<file path="src/tdm_pkg.sv">
package tdm_pkg;

   // Sequencer states, one-hot
   typedef enum logic [2:0] {
      ST_IDLE = 3'b001,
      ST_CALC = 3'b010,
      ST_DONE = 3'b100
   } state_type;

   // Control from the sequencer to the serial units
   typedef struct packed {
      logic load;
      logic step;
   } step_ctrl_type;

   // Thermal levels
   localparam logic [1:0] LVL_NORMAL   = 2'd0;
   localparam logic [1:0] LVL_WARNING  = 2'd1;
   localparam logic [1:0] LVL_CRITICAL = 2'd2;
   localparam logic [1:0] LVL_SHUTDOWN = 2'd3;

   // Register indexes
   localparam int unsigned CSR_INDEX_BITS = 3;
   localparam logic [CSR_INDEX_BITS-1:0] REG_WARNING   = 3'd0;
   localparam logic [CSR_INDEX_BITS-1:0] REG_CRITICAL  = 3'd1;
   localparam logic [CSR_INDEX_BITS-1:0] REG_SHUTDOWN  = 3'd2;
   localparam logic [CSR_INDEX_BITS-1:0] REG_HYSTERESIS = 3'd3;
   localparam logic [CSR_INDEX_BITS-1:0] REG_SMOOTHING = 3'd4;

   // Register reset values
   localparam int WARNING_RESET    = 1120;
   localparam int CRITICAL_RESET   = 1360;
   localparam int SHUTDOWN_RESET   = 1600;
   localparam int HYSTERESIS_RESET = 80;
   localparam logic [15:0] SMOOTHING_RESET = 16'd6554;

   // Fixed point and serial unit geometry
   localparam int unsigned FRAC_BITS    = 16;
   localparam int unsigned FACTOR_BITS  = 16;
   localparam int unsigned SERIAL_STEPS = FACTOR_BITS + 1;
   localparam int unsigned STEP_BITS    = 5;
   localparam int unsigned QUOT_BITS    = SERIAL_STEPS;

   // Power in 1/256 percent
   localparam int unsigned POWER_BITS = 15;
   localparam logic [POWER_BITS-1:0] POWER_FULL = 15'd25600;
   localparam logic [POWER_BITS-1:0] POWER_HALF = 15'd12800;
   localparam logic [POWER_BITS-1:0] POWER_NONE = 15'd0;

endpackage

</file>
<file path="src/tdm_if.sv">
interface tdm_req_if #(
   parameter int TEMP_BITS = 16
);
   logic                        valid;
   logic                        ready;
   logic signed [TEMP_BITS-1:0] temperature;

   modport source (output valid, output temperature, input ready);
   modport sink   (input valid, input temperature, output ready);
endinterface

interface tdm_rsp_if import tdm_pkg::*; #(
   parameter int TEMP_BITS  = 16,
   parameter int COUNT_BITS = 32
);
   logic                        valid;
   logic                        ready;
   logic [1:0]                  level;
   logic [POWER_BITS-1:0]       allowed_power;
   logic signed [TEMP_BITS-1:0] average_temperature;
   logic [TEMP_BITS-2:0]        peak_temperature;
   logic                        derating_on;
   logic                        safe;
   logic                        shutdown_needed;
   logic [COUNT_BITS-1:0]       warning_entries;
   logic [COUNT_BITS-1:0]       critical_entries;
   logic [COUNT_BITS-1:0]       shutdown_entries;

   modport source (
      output valid, output level, output allowed_power, output average_temperature,
      output peak_temperature, output derating_on, output safe, output shutdown_needed,
      output warning_entries, output critical_entries, output shutdown_entries,
      input ready
   );
   modport sink (
      input valid, input level, input allowed_power, input average_temperature,
      input peak_temperature, input derating_on, input safe, input shutdown_needed,
      input warning_entries, input critical_entries, input shutdown_entries,
      output ready
   );
endinterface

</file>
<file path="src/tdm_smul.sv">
// Bit-serial signed x unsigned multiplier, factor bits taken MSB first
module tdm_smul import tdm_pkg::*; #(
   parameter int TEMP_BITS = 16,
   localparam int DBits = TEMP_BITS + FRAC_BITS + 1,
   localparam int PBits = DBits + FACTOR_BITS
) (
   input  logic                    clock,
   input  step_ctrl_type           ctrl,
   input  logic signed [DBits-1:0] diff,
   input  logic [FACTOR_BITS-1:0]  factor,
   output logic signed [PBits-1:0] product
);

   logic [DBits-1:0]       diff_ff;
   logic [FACTOR_BITS:0]   fac_ff;
   logic [FACTOR_BITS:0]   fac_in;
   logic [PBits-1:0]       acc_ff;
   logic [PBits-1:0]       acc_in;
   logic [PBits-1:0]       addend;

   // One factor bit per cycle while ctrl.step is high: acc = 2*acc + bit*diff
   always_comb begin
      addend = fac_ff[FACTOR_BITS] ? {{FACTOR_BITS{diff_ff[DBits-1]}}, diff_ff} : '0;
      acc_in = {acc_ff[PBits-2:0], 1'b0} + addend;
      fac_in = {fac_ff[FACTOR_BITS-1:0], 1'b0};
   end

   always_ff @(posedge clock) begin
      if (ctrl.load) begin
         diff_ff <= diff;
         fac_ff  <= {1'b0, factor};
         acc_ff  <= '0;
      end else if (ctrl.step) begin
         fac_ff <= fac_in;
         acc_ff <= acc_in;
      end
   end

   assign product = signed'(acc_ff);

endmodule

</file>
<file path="src/tdm_sdiv.sv">
// Restoring divider, one quotient bit per cycle while ctrl.step is high.
// Computes (base * POWER_HALF) / divisor; the top quotient bit flags overflow.
module tdm_sdiv import tdm_pkg::*; #(
   parameter int TEMP_BITS = 16,
   localparam int RemBits = TEMP_BITS + 14,
   localparam int DivBits = TEMP_BITS + QUOT_BITS - 1
) (
   input  logic                  clock,
   input  step_ctrl_type         ctrl,
   input  logic [TEMP_BITS-1:0]  base,
   input  logic [TEMP_BITS-1:0]  divisor,
   output logic [QUOT_BITS-1:0]  quotient
);

   logic [RemBits-1:0]   rem_ff;
   logic [DivBits-1:0]   dsh_ff;
   logic [QUOT_BITS-1:0] quot_ff;
   logic                 fits;

   // Trial subtract against the shifted divisor
   assign fits = {{(DivBits-RemBits){1'b0}}, rem_ff} >= dsh_ff;

   always_ff @(posedge clock) begin
      if (ctrl.load) begin
         rem_ff  <= RemBits'(base) * RemBits'(POWER_HALF);
         dsh_ff  <= {divisor, {(QUOT_BITS-1){1'b0}}};
         quot_ff <= '0;
      end else if (ctrl.step) begin
         if (fits) begin
            rem_ff <= rem_ff - dsh_ff[RemBits-1:0];
         end
         dsh_ff  <= dsh_ff >> 1;
         quot_ff <= {quot_ff[QUOT_BITS-2:0], fits};
      end
   end

   assign quotient = quot_ff;

endmodule

</file>
<file path="src/thermal_derating_monitor_core.sv">
// Channel   Dir  Handshake     Payload
// req_chan  in   valid/ready   temperature (signed, 1/16 degree)
// rsp_chan  out  valid/ready   level, allowed_power, average/peak temperature,
//                              status flags, entry counters
// csr_*     in   write enable  register index, write data
//
// A request is accepted, then steps the bit-serial average multiplier and
// the shared-counter restoring divider together, then commits.
// The next request is taken once the result sits in the output register; a
// stalled rsp_chan holds the core in its commit cycle until that register frees.
// Reset is synchronous; it restores defaults and clears state but not the payload.
module thermal_derating_monitor_core import tdm_pkg::*; #(
   parameter int TEMP_BITS  = 16,
   parameter int COUNT_BITS = 32,
   localparam int CsrDataBits = (TEMP_BITS > 16) ? TEMP_BITS : 16
) (
   input  logic                      clock,
   input  logic                      reset,
   tdm_req_if.sink                   req_chan,
   tdm_rsp_if.source                 rsp_chan,
   input  logic                      csr_write_enable,
   input  logic [CSR_INDEX_BITS-1:0] csr_index,
   input  logic [CsrDataBits-1:0]    csr_write_data
);

   localparam int DBits = TEMP_BITS + FRAC_BITS + 1;
   localparam int PBits = DBits + FACTOR_BITS;

   // Configuration
   logic signed [TEMP_BITS-1:0] warn_lvl_ff;
   logic signed [TEMP_BITS-1:0] crit_lvl_ff;
   logic signed [TEMP_BITS-1:0] shut_lvl_ff;
   logic [TEMP_BITS-2:0]        hyst_ff;
   logic [FACTOR_BITS-1:0]      factor_ff;

   // Core state
   state_type                      state_ff, state_in;
   logic [STEP_BITS-1:0]           cnt_ff;
   logic [1:0]                     level_ff, lvl_in, old_lvl_ff;
   logic                           cw_ok_ff;
   logic signed [TEMP_BITS+15:0]   smooth_ff;
   logic [TEMP_BITS-2:0]           peak_ff;
   logic [COUNT_BITS-1:0]          warn_cnt_ff, crit_cnt_ff, halt_cnt_ff;
   logic                           warn_hit, crit_hit, halt_hit;

   // Output register
   logic                        rsp_valid_ff;
   logic [1:0]                  rsp_level_ff;
   logic [POWER_BITS-1:0]       rsp_power_ff;
   logic signed [TEMP_BITS-1:0] rsp_avg_ff;
   logic [TEMP_BITS-2:0]        rsp_peak_ff;
   logic                        rsp_derate_ff, rsp_safe_ff, rsp_shut_ff;
   logic [COUNT_BITS-1:0]       rsp_warn_ff, rsp_crit_ff, rsp_halt_ff;

   // Datapath
   logic                         accept, commit;
   logic signed [TEMP_BITS-1:0]  t;
   logic signed [TEMP_BITS:0]    t_x, w_x, c_x, s_x, h_x, tw, dv;
   logic signed [DBits-1:0]      diff;
   logic [TEMP_BITS-1:0]         div_base;
   logic signed [PBits-1:0]      product, prod_sh;
   logic signed [TEMP_BITS+16:0] smooth_sum;
   logic [QUOT_BITS-1:0]         quot;
   logic [POWER_BITS-1:0]        power;
   step_ctrl_type                ctrl;

   assign t      = req_chan.temperature;
   assign accept = req_chan.valid && req_chan.ready;
   assign commit = (state_ff == ST_DONE) && (!rsp_valid_ff || rsp_chan.ready);
   assign req_chan.ready = (state_ff == ST_IDLE);

   // Operand prep at accept
   always_comb begin
      t_x  = signed'({t[TEMP_BITS-1], t});
      w_x  = signed'({warn_lvl_ff[TEMP_BITS-1], warn_lvl_ff});
      c_x  = signed'({crit_lvl_ff[TEMP_BITS-1], crit_lvl_ff});
      s_x  = signed'({shut_lvl_ff[TEMP_BITS-1], shut_lvl_ff});
      h_x  = signed'({2'b00, hyst_ff});
      tw   = t_x - w_x;
      dv   = c_x - w_x;
      div_base = (tw > 0) ? tw[TEMP_BITS-1:0] : '0;
      diff = signed'({t[TEMP_BITS-1], t, {FRAC_BITS{1'b0}}}) - DBits'(smooth_ff);
   end

   // Level transition, judged against the neighbors of the current level
   always_comb begin
      lvl_in   = level_ff;
      warn_hit = 1'b0;
      crit_hit = 1'b0;
      halt_hit = 1'b0;
      case (level_ff)
         LVL_NORMAL: begin
            if (t_x >= w_x) begin
               lvl_in   = LVL_WARNING;
               warn_hit = 1'b1;
            end
         end
         LVL_WARNING: begin
            if (t_x >= c_x) begin
               lvl_in   = LVL_CRITICAL;
               crit_hit = 1'b1;
            end else if (t_x <= w_x - h_x) begin
               lvl_in = LVL_NORMAL;
            end
         end
         LVL_CRITICAL: begin
            if (t_x >= s_x) begin
               lvl_in   = LVL_SHUTDOWN;
               halt_hit = 1'b1;
            end else if (t_x <= c_x - h_x) begin
               lvl_in = LVL_WARNING;
            end
         end
         default: begin
            lvl_in = level_ff;
         end
      endcase
   end

   // Serial units
   assign ctrl.load = accept;
   assign ctrl.step = (state_ff == ST_CALC);

   tdm_smul #(.TEMP_BITS(TEMP_BITS)) u_smul (
      .clock   (clock),
      .ctrl    (ctrl),
      .diff    (diff),
      .factor  (factor_ff),
      .product (product)
   );

   tdm_sdiv #(.TEMP_BITS(TEMP_BITS)) u_sdiv (
      .clock    (clock),
      .ctrl     (ctrl),
      .base     (div_base),
      .divisor  (dv[TEMP_BITS-1:0]),
      .quotient (quot)
   );

   // Average update and power from the level held before this request
   always_comb begin
      prod_sh    = product >>> FRAC_BITS;
      smooth_sum = (TEMP_BITS+17)'(smooth_ff) + signed'(prod_sh[TEMP_BITS+16:0]);
      case (old_lvl_ff)
         LVL_NORMAL:   power = POWER_FULL;
         LVL_WARNING: begin
            if (!cw_ok_ff) begin
               power = POWER_HALF;
            end else if (quot > QUOT_BITS'(POWER_FULL)) begin
               power = POWER_NONE;
            end else begin
               power = POWER_FULL - quot[POWER_BITS-1:0];
            end
         end
         LVL_CRITICAL: power = POWER_HALF;
         default:      power = POWER_NONE;
      endcase
   end

   // Sequencer
   always_comb begin
      state_in = state_ff;
      case (state_ff)
         ST_IDLE: if (accept) state_in = ST_CALC;
         ST_CALC: if (cnt_ff == '0) state_in = ST_DONE;
         ST_DONE: if (commit) state_in = ST_IDLE;
         default: state_in = ST_IDLE;
      endcase
   end

   always_ff @(posedge clock) begin
      if (reset) begin
         state_ff     <= ST_IDLE;
         cnt_ff       <= '0;
         level_ff     <= LVL_NORMAL;
         old_lvl_ff   <= LVL_NORMAL;
         cw_ok_ff     <= 1'b0;
         smooth_ff    <= '0;
         peak_ff      <= '0;
         warn_cnt_ff  <= '0;
         crit_cnt_ff  <= '0;
         halt_cnt_ff  <= '0;
         rsp_valid_ff <= 1'b0;
      end else begin
         state_ff <= state_in;
         if (accept) begin
            cnt_ff     <= STEP_BITS'(SERIAL_STEPS - 1);
            level_ff   <= lvl_in;
            old_lvl_ff <= level_ff;
            cw_ok_ff   <= (dv > 0);
            if (!t[TEMP_BITS-1] && (t[TEMP_BITS-2:0] > peak_ff)) begin
               peak_ff <= t[TEMP_BITS-2:0];
            end
            if (warn_hit) warn_cnt_ff <= warn_cnt_ff + 1'b1;
            if (crit_hit) crit_cnt_ff <= crit_cnt_ff + 1'b1;
            if (halt_hit) halt_cnt_ff <= halt_cnt_ff + 1'b1;
         end else if (state_ff == ST_CALC) begin
            cnt_ff <= cnt_ff - 1'b1;
         end
         if (commit) begin
            smooth_ff <= smooth_sum[TEMP_BITS+15:0];
         end
         if (commit) begin
            rsp_valid_ff <= 1'b1;
         end else if (rsp_chan.ready) begin
            rsp_valid_ff <= 1'b0;
         end
      end
   end

   // Configuration writes
   always_ff @(posedge clock) begin
      if (reset) begin
         warn_lvl_ff <= TEMP_BITS'(WARNING_RESET);
         crit_lvl_ff <= TEMP_BITS'(CRITICAL_RESET);
         shut_lvl_ff <= TEMP_BITS'(SHUTDOWN_RESET);
         hyst_ff     <= (TEMP_BITS-1)'(HYSTERESIS_RESET);
         factor_ff   <= SMOOTHING_RESET;
      end else if (csr_write_enable) begin
         case (csr_index)
            REG_WARNING:    warn_lvl_ff <= signed'(csr_write_data[TEMP_BITS-1:0]);
            REG_CRITICAL:   crit_lvl_ff <= signed'(csr_write_data[TEMP_BITS-1:0]);
            REG_SHUTDOWN:   shut_lvl_ff <= signed'(csr_write_data[TEMP_BITS-1:0]);
            REG_HYSTERESIS: hyst_ff     <= csr_write_data[TEMP_BITS-2:0];
            REG_SMOOTHING:  factor_ff   <= csr_write_data[FACTOR_BITS-1:0];
            default: ;
         endcase
      end
   end

   // Result payload
   always_ff @(posedge clock) begin
      if (commit) begin
         rsp_level_ff  <= level_ff;
         rsp_power_ff  <= power;
         rsp_avg_ff    <= signed'(smooth_sum[TEMP_BITS+15:FRAC_BITS]);
         rsp_peak_ff   <= peak_ff;
         rsp_derate_ff <= (level_ff != LVL_NORMAL);
         rsp_safe_ff   <= (level_ff == LVL_NORMAL) || (level_ff == LVL_WARNING);
         rsp_shut_ff   <= (level_ff == LVL_SHUTDOWN);
         rsp_warn_ff   <= warn_cnt_ff;
         rsp_crit_ff   <= crit_cnt_ff;
         rsp_halt_ff   <= halt_cnt_ff;
      end
   end

   assign rsp_chan.valid               = rsp_valid_ff;
   assign rsp_chan.level               = rsp_level_ff;
   assign rsp_chan.allowed_power       = rsp_power_ff;
   assign rsp_chan.average_temperature = rsp_avg_ff;
   assign rsp_chan.peak_temperature    = rsp_peak_ff;
   assign rsp_chan.derating_on         = rsp_derate_ff;
   assign rsp_chan.safe                = rsp_safe_ff;
   assign rsp_chan.shutdown_needed     = rsp_shut_ff;
   assign rsp_chan.warning_entries     = rsp_warn_ff;
   assign rsp_chan.critical_entries    = rsp_crit_ff;
   assign rsp_chan.shutdown_entries    = rsp_halt_ff;

endmodule
</file>
<file path="src/flat_wrapper.sv">
// flat-port wrapper written by rule: the top's interface ports become plain ports
module thermal_derating_monitor_core_flat import tdm_pkg::*;
#(
   parameter int TEMP_BITS  = 16,
   parameter int COUNT_BITS = 32,
   localparam int CsrDataBits = (TEMP_BITS > 16) ? TEMP_BITS : 16
)
  (clock, reset, csr_write_enable, csr_index, csr_write_data, req_chan_valid, req_chan_temperature, req_chan_ready, rsp_chan_valid, rsp_chan_level, rsp_chan_allowed_power, rsp_chan_average_temperature, rsp_chan_peak_temperature, rsp_chan_derating_on, rsp_chan_safe, rsp_chan_shutdown_needed, rsp_chan_warning_entries, rsp_chan_critical_entries, rsp_chan_shutdown_entries, rsp_chan_ready);
  tdm_req_if #(.TEMP_BITS(TEMP_BITS)) req_chan_i ();
  tdm_rsp_if #(.TEMP_BITS(TEMP_BITS), .COUNT_BITS(COUNT_BITS)) rsp_chan_i ();
  input  logic clock;
  input  logic reset;
  input  logic csr_write_enable;
  input  logic [CSR_INDEX_BITS-1:0] csr_index;
  input  logic [CsrDataBits-1:0] csr_write_data;
  input wire logic [$bits(req_chan_i.valid)-1:0] req_chan_valid;
  input wire logic [$bits(req_chan_i.temperature)-1:0] req_chan_temperature;
  output wire logic [$bits(req_chan_i.ready)-1:0] req_chan_ready;
  output wire logic [$bits(rsp_chan_i.valid)-1:0] rsp_chan_valid;
  output wire logic [$bits(rsp_chan_i.level)-1:0] rsp_chan_level;
  output wire logic [$bits(rsp_chan_i.allowed_power)-1:0] rsp_chan_allowed_power;
  output wire logic [$bits(rsp_chan_i.average_temperature)-1:0] rsp_chan_average_temperature;
  output wire logic [$bits(rsp_chan_i.peak_temperature)-1:0] rsp_chan_peak_temperature;
  output wire logic [$bits(rsp_chan_i.derating_on)-1:0] rsp_chan_derating_on;
  output wire logic [$bits(rsp_chan_i.safe)-1:0] rsp_chan_safe;
  output wire logic [$bits(rsp_chan_i.shutdown_needed)-1:0] rsp_chan_shutdown_needed;
  output wire logic [$bits(rsp_chan_i.warning_entries)-1:0] rsp_chan_warning_entries;
  output wire logic [$bits(rsp_chan_i.critical_entries)-1:0] rsp_chan_critical_entries;
  output wire logic [$bits(rsp_chan_i.shutdown_entries)-1:0] rsp_chan_shutdown_entries;
  input wire logic [$bits(rsp_chan_i.ready)-1:0] rsp_chan_ready;
  assign req_chan_i.valid = req_chan_valid;
  assign req_chan_i.temperature = req_chan_temperature;
  assign req_chan_ready = req_chan_i.ready;
  assign rsp_chan_valid = rsp_chan_i.valid;
  assign rsp_chan_level = rsp_chan_i.level;
  assign rsp_chan_allowed_power = rsp_chan_i.allowed_power;
  assign rsp_chan_average_temperature = rsp_chan_i.average_temperature;
  assign rsp_chan_peak_temperature = rsp_chan_i.peak_temperature;
  assign rsp_chan_derating_on = rsp_chan_i.derating_on;
  assign rsp_chan_safe = rsp_chan_i.safe;
  assign rsp_chan_shutdown_needed = rsp_chan_i.shutdown_needed;
  assign rsp_chan_warning_entries = rsp_chan_i.warning_entries;
  assign rsp_chan_critical_entries = rsp_chan_i.critical_entries;
  assign rsp_chan_shutdown_entries = rsp_chan_i.shutdown_entries;
  assign rsp_chan_i.ready = rsp_chan_ready;
  thermal_derating_monitor_core #(.TEMP_BITS(TEMP_BITS), .COUNT_BITS(COUNT_BITS)) u_core (.clock(clock), .reset(reset), .req_chan(req_chan_i), .rsp_chan(rsp_chan_i), .csr_write_enable(csr_write_enable), .csr_index(csr_index), .csr_write_data(csr_write_data));
endmodule
</file>
<file path="config.mk">
export PLATFORM = sky130hd
export DESIGN_NAME = thermal_derating_monitor_core_flat
export DESIGN_NICKNAME = d
export VERILOG_FILES = /design/src/tdm_pkg.sv /design/src/tdm_if.sv /design/src/tdm_smul.sv /design/src/tdm_sdiv.sv /design/src/thermal_derating_monitor_core.sv /design/src/flat_wrapper.sv
export SDC_FILE = /design/constraint.sdc
export NUM_CORES = 1
export LEC_CHECK = 0
export BUFFER_PORTS_ARGS = -buffer_cell sky130_fd_sc_hd__buf_2
export CORE_ASPECT_RATIO = 0.9
export CORE_MARGIN = 3
export CORE_UTILIZATION = 64
export CTS_BUF_LIST = sky130_fd_sc_hd__clkbuf_8
export DETAILED_ROUTE_END_ITERATION = 10
export PLACE_DENSITY = 0.81
export RECOVER_POWER = 50
export SYNTH_ARGS = -nofsm -noshare
export SYNTH_HDL_FRONTEND = slang
export SYNTH_HIERARCHICAL = 1
export SYNTH_SLANG_ARGS = --single-unit
</file>
<file path="constraint.sdc">
create_clock -name clock -period 6.6 [get_ports clock]
set_clock_uncertainty 0.15 [all_clocks]
set_input_delay 0.33 -clock clock [delete_from_list [all_inputs] [get_ports clock]]
set_output_delay 0.33 -clock clock [all_outputs]
set_load 0.1 [all_outputs]
</file>
==> impl_metrics.env <==
export IMPL_outcome="finished, violations left"
export IMPL_failed_checks="max-capacitance violations, max-slew violations"
export IMPL_wire_per_inst_um=18.9
export IMPL_drcViolationCount=0
export IMPL_hold_viol=0
export IMPL_holdPathStages=5
export IMPL_fill_cells=4020
export IMPL_drt_pre_antenna_iters=6
export IMPL_fp_row_count=79
export IMPL_grt_use_met3_pct=5.94
export IMPL_htreeDepth=3
export IMPL_busiest_layer="met2"
export IMPL_dieArea_sq_um=56300
export IMPL_clk_latency_ps=700
export IMPL_cp_arrival_ps=6570
export IMPL_io_pins=189
export IMPL_tritoncts="built"
export IMPL_antenna_found_initial=2
export IMPL_viasPerCell=5.99
export IMPL_pwr_share_comb_pct=21.4
export IMPL_grt_total_usage_pct=30.8
export IMPL_grt_pass1_wl_mm=141
export IMPL_worstRegToRegCells=24
export IMPL_sw_frac_of_total_pct=30.4
export IMPL_period_needed_ps=6280
export IMPL_clk_pin_slew_worst_paths_ps=70
export IMPL_core_area_sq_um=52300
export IMPL_syn_nets=4078
export IMPL_max_freq_mhz=159
export IMPL_hp_class="in2reg"
export IMPL_worst_pin_slew_ps=4250
export IMPL_clkPwrFrac_pct=34.6
export IMPL_finalWorstSetupSlack_ps=324
export IMPL_maxCapViolCount=7
export IMPL_rsz0062_at_grt="yes"
export IMPL_switchingPower_uw=2610
export IMPL_start_util_pct=65.5
export IMPL_grt_util_met1_pct=42.9
export IMPL_crit_required_ps=6900
export IMPL_gr_total_overflow=0
export IMPL_cp_start_kind="flip-flop"
export IMPL_cp_max_fo=7
export IMPL_dpl_hpwl_mm=63.1
export IMPL_power_frac_seq_pct=44.0
export IMPL_grt_pass1_vias=26700
export IMPL_nets=4301
export IMPL_utilization_pct=72.3
export IMPL_end_kind="flip-flop"
export IMPL_powerDensity_nw_per_um2=227
export IMPL_p_leak_uw=0.0150
export IMPL_routed_wl_mm=88.6
export IMPL_antenna_left=0
export IMPL_ys_warn_count=6
export IMPL_max_slew_margin_pct=-183
export IMPL_die_width_um=250
export IMPL_areaGrowthSynthToFinish_pct=10.3
export IMPL_cts_root_buffer="clkbuf_8"
export IMPL_ir_drop_mv=0.246
export IMPL_preCtsSetupSlack_ps=-214
export IMPL_cts_path_max_buffers=3
export IMPL_io_buffers=188
export IMPL_grt_max_degree=99
export IMPL_synthCells=3704
export IMPL_syn_area_sq_um=34300
export IMPL_use_met2_pct=48.7
export IMPL_setup_viol=0
export IMPL_drv_slew=465
export IMPL_internal_power_uw=5980
export IMPL_routabilityCongestion=0.967
export IMPL_drt_first_iter_violations=2626
export IMPL_min_period_over_period_pct=95.1
export IMPL_crit_type="reg2reg"
export IMPL_route_vias_total=28100
export IMPL_syn_area_per_cell_sq_um=9.25
export IMPL_die_h_um=225
export IMPL_cts_setup_buffers=0
export IMPL_clock_sinks=560
export IMPL_drive_above_1_share_pct=7.67
export IMPL_cts_made_buffers=89
-- cells in the final DEF (no fill, tap or decap), types with 77 or more instances in the layout --
cell type	count
inv_1	266
clkbuf_1	153
edfxtp_1	233
nand3_1	104
nand2_1	361
dfxtp_1	327
clkbuf_8	101
a21oi_1	264
o21ai_0	125
a21o_1	77
ha_1	316
nor2_1	342
xor2_1	151
xnor2_1	129
-- registers in the layout (all words and copies together), names as in the netlist, 16 cells and up --
| signal | flops |
|---|---|
| u_core/u_smul/product | 48 |
| u_core/u_smul/diff_ff | 33 |
| u_core/crit_cnt_ff | 32 |
| u_core/halt_cnt_ff | 32 |
| u_core/rsp_chan.critical_entries | 32 |
| u_core/rsp_chan.shutdown_entries | 32 |
| u_core/rsp_chan.warning_entries | 32 |
| u_core/smooth_ff | 32 |
| u_core/u_sdiv/dsh_ff | 32 |
| u_core/warn_cnt_ff | 32 |
| u_core/u_sdiv/rem_ff | 30 |
| u_core/u_sdiv/quotient | 17 |
| u_core/u_smul/fac_ff | 17 |
| u_core/crit_lvl_ff | 16 |
| u_core/factor_ff | 16 |
| u_core/rsp_chan.average_temperature | 16 |
| u_core/shut_lvl_ff | 16 |
| u_core/warn_lvl_ff | 16 |
-- critical path: stages (launching register included) --
cell and delay, ps:
dfxtp_1 340, ha_1 220, fa_1 400, nor2b_2 200, o31ai_2 110, a21oi_2 180
or2_2 150, a22oi_1 70, o21ba_2 240, o211ai_1 200, o21ai_2 180, nor3_2 350
ha_1 300, ha_1 320, fa_1 480, ha_1 370, a21o_1 220, a2111oi_1 440
buf_4 190, o21ai_0 110, o21ai_1 210, o21ai_0 160, nand2_1 120, mux2i_1 220
nand3_1 90
-- power by group through the flow --
stage	logic [uW]	registers, uW	clock network, uW
floorplan	1300	3830	0
global placement	1720	3850	0
detailed placement	1750	3850	0
CTS	1780	3770	3020
global route	2030	3780	3170
finish	1840	3780	2970
-- worst paths after layout --
kind,startpoint,endpoint,slack (ps)
hold reg to reg,u_core/crit_cnt_ff[31],u_core/rsp_chan.critical_entries[31],300
hold / removal,req_chan_valid,u_core/state_ff[0],120
setup reg to reg,u_core/warn_lvl_ff[0],u_core/u_sdiv/rem_ff[28],320
setup / recovery,u_core/warn_lvl_ff[0],u_core/u_sdiv/rem_ff[28],320
-- repair_timing --
item,4_1_cts,5_1_grt
resized for setup,0,11
endpoints found under the hold margin,96,0
hold buffers,35,0
endpoints found under the setup margin,0,8
-- through the flow --
stage / area [sq um] / setup TNS (ps) / hold WS (ps) / instances / power, uW
2_1_floorplan: 34300 / 0 / 256 / 3704 / 5140
3_3_place_gp: 35800 / -16.9 / 283 / 4489 / 5570
3_5_place_dp: 35800 / -692 / 284 / 4489 / 5590
4_1_cts: 38000 / 0 / 34.1 / 4691 / 8570
5_1_grt: 37800 / -30.1 / 123 / 4691 / 8980
6_report: 37800 / 0 / 118 / 4692 / 8590
-- area by class of cell --
type                       instances  area, sq um  share of cell area, %
multi-input combinational       2773        19300                   51.1
sequential                       560        13500                   35.8
clock buffer                     101         1390                   3.68
timing repair buffer             259         1360                   3.60
inverter                         244          921                   2.44
tap                              688          861                   2.28
clock inverter                    66          398                   1.05
antenna                            1         2.50                0.00662
-- routing by layer --
| metal | part of all wire (%) | wire length, um |
|---|---|---|
| met1 | 44 | 39000 |
| met2 | 45 | 39500 |
| met3 | 8.6 | 7590 |
| met4 | 2.9 | 2550 |
| met5 | 0 | 0 |
No activity file was read; power rests on OpenSTA's default activity.
